## src/hw/rtl/pp_pkg.sv

```systemverilog
// ----------------------------------------------------------------------------
// pp_pkg
// Shared types and constants of the permutation parity block: field widths
// and the command and status groups between controller and datapath.
// ----------------------------------------------------------------------------
`default_nettype none

package pp_pkg;

  // Width of one permutation entry as it arrives on the input channel.
  localparam int ENTRY_W = 4;

  // Width of the reported cycle count.
  localparam int CYCLE_W = 5;

  // Entries are four bits wide, so a walk can only ever land on the first
  // sixteen positions; those are the only positions that need a mark.
  localparam int VIS_MAX = 16;

  // Commands from the controller to the datapath.
  typedef struct packed {
    logic load;         // store an accepted entry
    logic load_last;    // closing entry: latch length and start a walk
    logic skip;         // current start position already seen, move on
    logic start_cycle;  // open a new cycle at the current start position
    logic follow;       // step to the next position of the open cycle
    logic close;        // open cycle has ended, move the start position on
    logic publish;      // load the result register
  } pp_cmd_t;

  // Status from the datapath to the controller.
  typedef struct packed {
    logic scan_done;    // every start position has been examined
    logic i_seen;       // current start position is already marked
    logic follow_ok;    // fetched position is in range and not yet marked
    logic out_busy;     // previous result still waits to be taken
  } pp_sts_t;

endpackage

`default_nettype wire

```

## src/hw/rtl/pp_if.sv

```systemverilog
// ----------------------------------------------------------------------------
// pp_if
// Valid/ready channels of the permutation parity block: one for incoming
// permutation entries and one for results.
// ----------------------------------------------------------------------------
`default_nettype none

interface pp_in_if
  import pp_pkg::*;
();

  logic               valid;
  logic               ready;
  logic [ENTRY_W-1:0] entry_value;
  logic               last_entry;

  modport source (output valid, output entry_value, output last_entry, input ready);
  modport sink   (input valid, input entry_value, input last_entry, output ready);
endinterface

interface pp_out_if
  import pp_pkg::*;
();

  logic               valid;
  logic               ready;
  logic               odd_parity;
  logic [CYCLE_W-1:0] cycle_total;
  logic               range_error;

  modport source (output valid, output odd_parity, output cycle_total,
                  output range_error, input ready);
  modport sink   (input valid, input odd_parity, input cycle_total,
                  input range_error, output ready);
endinterface

`default_nettype wire

```

## src/hw/rtl/permutation_parity_core.sv

```systemverilog
// ----------------------------------------------------------------------------
// permutation_parity_core
// Parity of a permutation by counting its cycles. Entries are loaded one
// beat at a time; the marked entry closes the load and starts the walk.
//
//   Channel   Role    Beat contents
//   entries   sink    entry_value (4 b), last_entry (1 b)
//   result    source  odd_parity (1 b), cycle_total (5 b), range_error (1 b)
//
// Loading accepts one entry per cycle. After the closing entry the walk scans
// each start position in turn and fetches the entries of each cycle through
// the single read port of the entry store. No entry is taken during the walk.
// A result waiting on the output does not block the next load; the walk only
// holds at its end until the result register is free. Reset clears the
// counters, visited marks and valid flag.
// ----------------------------------------------------------------------------
`default_nettype none

module permutation_parity_core
  import pp_pkg::*;
#(
  parameter int MAX_LEN = 16
) (
  input  wire logic clk,
  input  wire logic rst,
  pp_in_if.sink     entries,
  pp_out_if.source  result
);

  pp_cmd_t cmd;
  pp_sts_t sts;

  pp_ctrl u_ctrl (
    .clk      (clk),
    .rst      (rst),
    .in_valid (entries.valid),
    .in_last  (entries.last_entry),
    .in_ready (entries.ready),
    .sts      (sts),
    .cmd      (cmd)
  );

  pp_datapath #(
    .MAX_LEN (MAX_LEN)
  ) u_datapath (
    .clk         (clk),
    .rst         (rst),
    .cmd         (cmd),
    .sts         (sts),
    .entry_value (entries.entry_value),
    .out_valid   (result.valid),
    .out_ready   (result.ready),
    .odd_parity  (result.odd_parity),
    .cycle_total (result.cycle_total),
    .range_error (result.range_error)
  );

endmodule

`default_nettype wire

```

## src/hw/rtl/pp_ctrl.sv

```systemverilog
// ----------------------------------------------------------------------------
// pp_ctrl
// Controller of the permutation parity block. Sequences loading, the scan
// over start positions, the walk along each cycle and the result hand-off.
// ----------------------------------------------------------------------------
`default_nettype none

module pp_ctrl
  import pp_pkg::*;
(
  input  wire logic    clk,
  input  wire logic    rst,
  input  wire logic    in_valid,
  input  wire logic    in_last,
  output logic         in_ready,
  input  wire pp_sts_t sts,
  output pp_cmd_t      cmd
);

  localparam logic [1:0] S_LOAD   = 2'd0;
  localparam logic [1:0] S_SCAN   = 2'd1;
  localparam logic [1:0] S_FOLLOW = 2'd2;

  logic [1:0] state;
  logic [1:0] state_next;

  // Next-state and command decode.
  always_comb begin
    state_next = state;
    cmd        = '0;
    in_ready   = 1'b0;
    case (state)
      S_LOAD: begin
        in_ready      = 1'b1;
        cmd.load      = in_valid;
        cmd.load_last = in_valid && in_last;
        if (in_valid && in_last) begin
          state_next = S_SCAN;
        end
      end
      S_SCAN: begin
        if (sts.scan_done) begin
          // Hold here until the result register is free.
          if (!sts.out_busy) begin
            cmd.publish = 1'b1;
            state_next  = S_LOAD;
          end
        end else if (sts.i_seen) begin
          cmd.skip = 1'b1;
        end else begin
          cmd.start_cycle = 1'b1;
          state_next      = S_FOLLOW;
        end
      end
      S_FOLLOW: begin
        if (sts.follow_ok) begin
          cmd.follow = 1'b1;
        end else begin
          cmd.close  = 1'b1;
          state_next = S_SCAN;
        end
      end
      default: begin
        state_next = S_LOAD;
      end
    endcase
  end

  // State register.
  always_ff @(posedge clk) begin
    if (rst) begin
      state <= S_LOAD;
    end else begin
      state <= state_next;
    end
  end

endmodule

`default_nettype wire

```

## src/hw/rtl/pp_datapath.sv

```systemverilog
// ----------------------------------------------------------------------------
// pp_datapath
// Datapath of the permutation parity block: entry store, load counters,
// visited marks, walk pointers, cycle counter and the result register.
// ----------------------------------------------------------------------------
`default_nettype none

module pp_datapath
  import pp_pkg::*;
#(
  parameter int MAX_LEN = 16
) (
  input  wire logic               clk,
  input  wire logic               rst,
  input  wire pp_cmd_t            cmd,
  output pp_sts_t                 sts,
  input  wire logic [ENTRY_W-1:0] entry_value,
  output logic                    out_valid,
  input  wire logic               out_ready,
  output logic                    odd_parity,
  output logic [CYCLE_W-1:0]      cycle_total,
  output logic                    range_error
);

  localparam int LEN_W  = $clog2(MAX_LEN + 1);
  localparam int ADDR_W = $clog2(MAX_LEN);
  localparam int VIS_N  = (MAX_LEN < VIS_MAX) ? MAX_LEN : VIS_MAX;
  localparam int VIS_IW = $clog2(VIS_N);
  localparam int CMP_W  = (LEN_W > ENTRY_W) ? LEN_W : ENTRY_W;

  logic [ENTRY_W-1:0] mem [MAX_LEN];
  logic [ENTRY_W-1:0] rd_data;
  logic [ADDR_W-1:0]  rd_addr;

  logic [LEN_W-1:0]   cnt;
  logic [LEN_W-1:0]   cnt_next;
  logic [ENTRY_W-1:0] maxv;
  logic [ENTRY_W-1:0] maxv_next;
  logic               bad;
  logic               bad_next;
  logic               room;
  logic               range_bad;

  logic [LEN_W-1:0]   len;
  logic               err;
  logic [LEN_W-1:0]   i;
  logic [CYCLE_W-1:0] cycles;
  logic [VIS_N-1:0]   visited;
  logic               i_low;
  logic               j_fits;

  // Load bookkeeping: saturating length, largest stored value, overflow.
  always_comb begin
    room      = cnt < LEN_W'(MAX_LEN);
    cnt_next  = room ? cnt + LEN_W'(1) : cnt;
    maxv_next = (room && (entry_value > maxv)) ? entry_value : maxv;
    bad_next  = bad || !room;
    range_bad = CMP_W'(maxv_next) >= CMP_W'(cnt_next);
  end

  always_ff @(posedge clk) begin
    if (rst) begin
      cnt  <= '0;
      maxv <= '0;
      bad  <= 1'b0;
    end else if (cmd.load_last) begin
      cnt  <= '0;
      maxv <= '0;
      bad  <= 1'b0;
    end else if (cmd.load) begin
      cnt  <= cnt_next;
      maxv <= maxv_next;
      bad  <= bad_next;
    end
  end

  // Length and error flag of the permutation under walk.
  always_ff @(posedge clk) begin
    if (cmd.load_last) begin
      len <= cnt_next;
      err <= bad_next || range_bad;
    end
  end

  // Entry store, one write port for loading and one registered read port
  // for the walk.
  assign rd_addr = cmd.follow ? ADDR_W'(rd_data) : i[ADDR_W-1:0];

  always_ff @(posedge clk) begin
    if (cmd.load && room) begin
      mem[cnt[ADDR_W-1:0]] <= entry_value;
    end
    if (cmd.start_cycle || cmd.follow) begin
      rd_data <= mem[rd_addr];
    end
  end

  // Walk status. The fetched entry is the next position of the open cycle.
  always_comb begin
    i_low             = i < LEN_W'(VIS_N);
    j_fits            = CMP_W'(rd_data) < CMP_W'(len);
    sts.scan_done     = i == len;
    sts.i_seen        = i_low && visited[i[VIS_IW-1:0]];
    sts.follow_ok     = j_fits && !visited[rd_data[VIS_IW-1:0]];
    sts.out_busy      = out_valid;
  end

  // Visited marks, cleared when a walk starts.
  always_ff @(posedge clk) begin
    if (rst || cmd.load_last) begin
      visited <= '0;
    end else begin
      if (cmd.start_cycle && i_low) begin
        visited[i[VIS_IW-1:0]] <= 1'b1;
      end
      if (cmd.follow) begin
        visited[rd_data[VIS_IW-1:0]] <= 1'b1;
      end
    end
  end

  // Start position and cycle counter.
  always_ff @(posedge clk) begin
    if (rst || cmd.load_last) begin
      i      <= '0;
      cycles <= '0;
    end else begin
      if (cmd.skip || cmd.close) begin
        i <= i + LEN_W'(1);
      end
      if (cmd.start_cycle) begin
        cycles <= cycles + CYCLE_W'(1);
      end
    end
  end

  // Result register. Parity of length minus cycles is the XOR of their
  // lowest bits.
  always_ff @(posedge clk) begin
    if (rst) begin
      out_valid <= 1'b0;
    end else if (cmd.publish) begin
      out_valid <= 1'b1;
    end else if (out_ready) begin
      out_valid <= 1'b0;
    end
  end

  always_ff @(posedge clk) begin
    if (cmd.publish) begin
      odd_parity  <= len[0] ^ cycles[0];
      cycle_total <= cycles;
      range_error <= err;
    end
  end

endmodule

`default_nettype wire

```

## src/flat_wrapper.sv

```systemverilog
// flat-port wrapper written by rule: the top's interface ports become plain ports
module permutation_parity_core_flat import pp_pkg::*;
#(
  parameter int MAX_LEN = 16
)
  (clk, rst, entries_valid, entries_entry_value, entries_last_entry, entries_ready, result_valid, result_odd_parity, result_cycle_total, result_range_error, result_ready);
  pp_in_if entries_i ();
  pp_out_if result_i ();
  input  wire logic clk;
  input  wire logic rst;
  input wire logic [$bits(entries_i.valid)-1:0] entries_valid;
  input wire logic [$bits(entries_i.entry_value)-1:0] entries_entry_value;
  input wire logic [$bits(entries_i.last_entry)-1:0] entries_last_entry;
  output wire logic [$bits(entries_i.ready)-1:0] entries_ready;
  output wire logic [$bits(result_i.valid)-1:0] result_valid;
  output wire logic [$bits(result_i.odd_parity)-1:0] result_odd_parity;
  output wire logic [$bits(result_i.cycle_total)-1:0] result_cycle_total;
  output wire logic [$bits(result_i.range_error)-1:0] result_range_error;
  input wire logic [$bits(result_i.ready)-1:0] result_ready;
  assign entries_i.valid = entries_valid;
  assign entries_i.entry_value = entries_entry_value;
  assign entries_i.last_entry = entries_last_entry;
  assign entries_ready = entries_i.ready;
  assign result_valid = result_i.valid;
  assign result_odd_parity = result_i.odd_parity;
  assign result_cycle_total = result_i.cycle_total;
  assign result_range_error = result_i.range_error;
  assign result_i.ready = result_ready;
  permutation_parity_core #(.MAX_LEN(MAX_LEN)) u_core (.clk(clk), .rst(rst), .entries(entries_i), .result(result_i));
endmodule
```

## config.mk

```make
export PLATFORM = sky130hd
export DESIGN_NAME = permutation_parity_core_flat
export DESIGN_NICKNAME = d
export VERILOG_FILES = /design/src/hw/rtl/pp_pkg.sv /design/src/hw/rtl/pp_if.sv /design/src/hw/rtl/permutation_parity_core.sv /design/src/hw/rtl/pp_ctrl.sv /design/src/hw/rtl/pp_datapath.sv /design/src/flat_wrapper.sv
export SDC_FILE = /design/constraint.sdc
export NUM_CORES = 1
export LEC_CHECK = 0
export ABC_AREA = 0
export BUFFER_PORTS_ARGS = -buffer_cell sky130_fd_sc_hd__clkbuf_2
export CAP_MARGIN = 30
export CORE_UTILIZATION = 23
export CTS_CLUSTER_DIAMETER = 50
export DETAILED_ROUTE_END_ITERATION = 6
export GPL_TIMING_DRIVEN = 0
export PLACE_DENSITY = 0.43
export SLEW_MARGIN = 40
export SYNTH_ARGS = -nofsm -noshare
export SYNTH_HDL_FRONTEND = slang
export SYNTH_SLANG_ARGS = --single-unit
```

## constraint.sdc

```tcl
create_clock -name clk -period 8.85 [get_ports clk]
set_input_delay 0 -clock clk [delete_from_list [all_inputs] [get_ports clk]]
set_output_delay 0 -clock clk [all_outputs]
set_load 0.05 [all_outputs]
```

==> key figures <==
Global route
  • Pin count of the biggest net entering global routing: 19
  • GR Util met1: 14.5%
  • Met3 layer usage reported by global route: 2.81%
  • Initial antenna violation count: 0
  • Met2 Track Usage GR: 19.2%
  • First-pass GRT wire length: 21,100 um
  • Via count of the first global-routing pass: 3,817
  • Total overflow reported by the global router: 0
  • Global Route Usage Sum: about an eighth
  • Global-route layer with the greatest usage: met2

Cells and area
  • Fraction of final layout cells with drive strength greater than 1: 13.7%
  • Layout fillers: 2,482
  • Final #Nets: 520
  • Total inserted antenna cells: 0
  • Finished Core Util: 28.1%
  • Total non-filler cell area in the finished layout: approximately 6600 um^2
  • Synth-to-Final Area Change: 19.9%

Timing
  • Endpoints failing hold: 0
  • Crit path time final: approximately 4.2 ns
  • Smallest setup slack after layout: around 4.6 ns
  • Setup violators final: 0
  • Setup Total Neg Slack: 0 ns
  • RSZ-0062 raised after global routing: false
  • Worst Tran Pin Value: 0.726 ns
  • Worst relative slew slack: 50.9%
  • Number of slew-limit violations in the final report: 0
  • Maximum frequency from static timing analysis: approximately 0.24 GHz
  • Share of the clock period used by the worst path: around 48%
  • Worst clock skew: 0.0106 ns

Placement
  • Port Buffer Count: 17
  • Placed inst area: 6010 um^2
  • Final GP Congestion: 0.800
  • DP Wirelength: 9490 um
  • DP Worst Slack: 4.62 ns

Logic synthesis
  • Dominant synthesized flop cell: edfxtp_1
  • Area share of fa/ha/maj cells after synthesis: 4.53%
  • Fraction of synthesized area in multiplexers: 10.8%
  • Nets in the synthesized netlist: 482
  • Total of flip-flops plus latches after synthesis: 120
  • Count of cell types in the netlist: 44
  • Compound-gate portion of the synthesized area: 9.37%
  • Synth warn: 0
  • Mean instance size in the synthesized netlist: 12.2 um^2
  • Simple-gate portion of the synthesized area: 11.3%
  • Sequential cell area fraction in the yosys report: 58.2%
  • Combinational family with the most area after synthesis: simple AND/OR/NAND/NOR gates
  • Asr flop ratio synth: 0%
  • Count of flip-flops with a built-in enable after synthesis: 81
  • Xor/xnor share of the synthesized area: ~2.9%
  • Cell area after synthesis: 5530 um^2
  • Count of mapped cells out of synthesis: 453

Clocking
  • Worst-case clock buffer depth: 2
  • Count of cells resized by post-cts repair: 0
  • Hold-fix buffers, CTS: 2
  • Clock input transition at the sequential cells of the worst setup and hold paths: 0.06 ns
  • Level count of the clock H-tree: 4
  • CTS sink cnt: 120
  • Root buf cell: clkbuf_16
  • Setup fix buffers added after clock tree synthesis: 0
  • Clock insertion delay at the later pin of the skew report: 0.42 ns
  • TritonCTS Buffers: 17
  • TritonCTS clock tree: yes

Setup path
  • Beginning of the worst register-to-register path: u_core.u_datapath.rd_data[1]
  • FF-to-FF setup slack: about 4.6 ns
  • Data arrival at the endpoint of the critical path: 4.39 ns
  • Setup crit start kind: flip-flop
  • Worst-path fanout max: 10
  • Number of cells traversed by the worst register-to-register path: 10
  • Sort of element at the end of the critical path: flip-flop
  • Kind of critical path: flip-flop to flip-flop
  • Req. time, crit path: around 9 ns
  • Launch point of the critical path: u_core.u_datapath.rd_data[1]
  • Worst reg2reg endpoint: u_core.u_datapath.rd_data[2]

Routing
  • Count of routing violations after the opening detailed-route iteration: 339
  • Total number of vias: roughly 3,600
  • Iteration count of the initial detailed-routing pass: 4
  • Number of routed nets with antenna violations: 0
  • Via density per instance: ~4.4
  • Routed length per placed instance: between 15 and 20 um
  • Post-route DRC: 0
  • Detailed-route wire length: about 13,000 um

Worst hold path
  • Endpoint of the worst hold-timing path: u_core.u_ctrl.state[0]
  • Number of stages on the worst hold path: 6
  • Worst min-delay path class: primary input to flip-flop
  • Startpoint of the most critical hold path: entries_last_entry

Die
  • Effective utilization at floorplan: a little under a quarter
  • Die footprint: 24,600 um^2
  • Number of I/O pins: 18
  • Y dimension of the die: 157 um
  • Overall die width: roughly 160 um
  • CORE AREA: 23,500 um^2
  • Cell Rows: 56

Power
  • Sequential cell fraction of total power: 38.5%
  • Power spent charging and discharging nets: 0.556 mW
  • Leak pwr: 2.48 nW
  • Cell-internal power: 1.23 mW
  • Clock power share: about two fifths
  • Cell Pwr Density: 269 nW/um^2
  • Gate power share: a little under a quarter
  • IR drop worst, VDD: 0.142 mV
  • Switching power share of the total: 31.2%

Run
  • Max-cap check violation count: 0

Run status
  • Result of the run: finished clean
-- state kept, by name, summed over array words and instances (netlist names), 2 cells and up --
signal                         cells
u_core.u_datapath.visited         16
u_core.u_datapath.maxv             4
u_core.u_datapath.len              5
u_core.u_datapath.cycle_total      5
u_core.u_datapath.i                5
u_core.u_datapath.mem             64
u_core.u_ctrl.state                2
u_core.u_datapath.cycles           5
u_core.u_datapath.rd_data          4
u_core.u_datapath.cnt              5
-- cells by family (layout without fill, tap and decap cells) --
family	count (synthesis)	after routing
DFF	120	120
muxes	47	47
adders and majority gates	20	20
and+or+nand+nor	128	128
AOI/OAI and AO/OA	82	82
xor gates and xnor gates	18	18
buffers and inverters	38	89
-- worst max path at each step --
stage | cells past startpoint | endpoint | slack (ns)
6_report | 10 | u_core.u_datapath.rd_data[2] | 4.61
2_1_floorplan | 10 | u_core.u_datapath.rd_data[1] | 5.33
3_3_place_gp | 10 | u_core.u_datapath.rd_data[2] | 4.62
5_1_grt | 10 | u_core.u_datapath.rd_data[2] | 4.41
4_1_cts | 10 | u_core.u_datapath.rd_data[2] | 4.58
3_5_place_dp | 10 | u_core.u_datapath.rd_data[2] | 4.62
-- through the flow --
step	hold WS, ns	cells	total power [mW]
CTS	0.0444	823	1.81
global route	0.0911	823	1.88
floorplan	0.0691	453	0.987
detailed placement	0.218	789	1.11
finish	0.0548	823	1.78
global placement	0.210	789	1.10
-- Yosys cell counts, types with 2 or more instances --
master    count  area (um^2)
a211oi_1      5         37.5
a21o_1        5         37.5
a21oi_1      18         90.1
a221oi_1      8         70.1
a31oi_1       8         50.1
and3_1        4         25.0
buf_1         3         11.3
buf_2         3         15.0
buf_6         2         22.5
clkbuf_1     11         41.3
dfxtp_1      39          781
edfxtp_1     81         2430
ha_1         20          250
inv_1        18         67.6
mux2i_1      36          360
mux4_2       10          225
nand2_1      22         82.6
nand2b_1      8         50.1
nand3_1       7         35.0
nor2_1       46          173
nor2b_1       8         50.1
nor3_1       13         65.1
nor4_1        2         12.5
nor4b_1       3         26.3
o21ai_0       8         40.0
o21ai_1       7         35.0
o22ai_1      17          106
or2_2         2         12.5
or3_1         5         31.3
or4_1         4         30.0
xnor2_1       7         61.3
xor2_1       11         96.3
-- cells in the final DEF, fill, tap and decap left out, types with 10 or more instances in the layout --
cell type  instances
dfxtp_1           39
nor3_1            13
edfxtp_1          81
mux2i_1           36
clkbuf_1          11
nor2_1            46
nand2_1           22
xor2_1            11
ha_1              20
inv_1             18
clkbuf_2          17
mux4_2            10
clkbuf_16         17
a21oi_1           18
o22ai_1           17
-- critical path, cell delays in order (launching register included) --
cell,delay [ns]
edfxtp_1,0.44
buf_2,0.28
mux4_2,0.56
mux4_2,0.53
nand2b_1,0.20
a21oi_2,0.17
mux2i_2,0.52
buf_4,0.33
mux2i_1,0.32
o22ai_1,0.11
or4_1,0.50
-- per-layer routing --
metal | vias up | part of all wire, % | wire [um]
met2 | 74 | 49 | 6420
met5 | - | 0 | 0
met4 | 0 | 2.0 | 261
met1 | 1779 | 46 | 5990
met3 | 19 | 3.6 | 475
li1 | 1772 | - | -
-- power by group through the flow --
stage	registers, mW	logic (mW)	clock network, mW
floorplan	0.687	0.300	0
global placement	0.698	0.402	0
detailed placement	0.699	0.406	0
CTS	0.687	0.410	0.708
global route	0.692	0.455	0.730
finish	0.687	0.404	0.692
-- area by class of cell --
cell class	instances	area, um^2	area share (%)
multi-input cells	295	2150	32.4
flip-flops and latches	120	3210	48.5
clock inverters	15	169	2.55
repair buffers	19	105	1.59
plain buffers	20	97.6	1.47
well taps	319	399	6.03
clock buffers	17	425	6.42
inverters	18	67.6	1.02
Note: power is estimated with default switching activity, not from simulation.
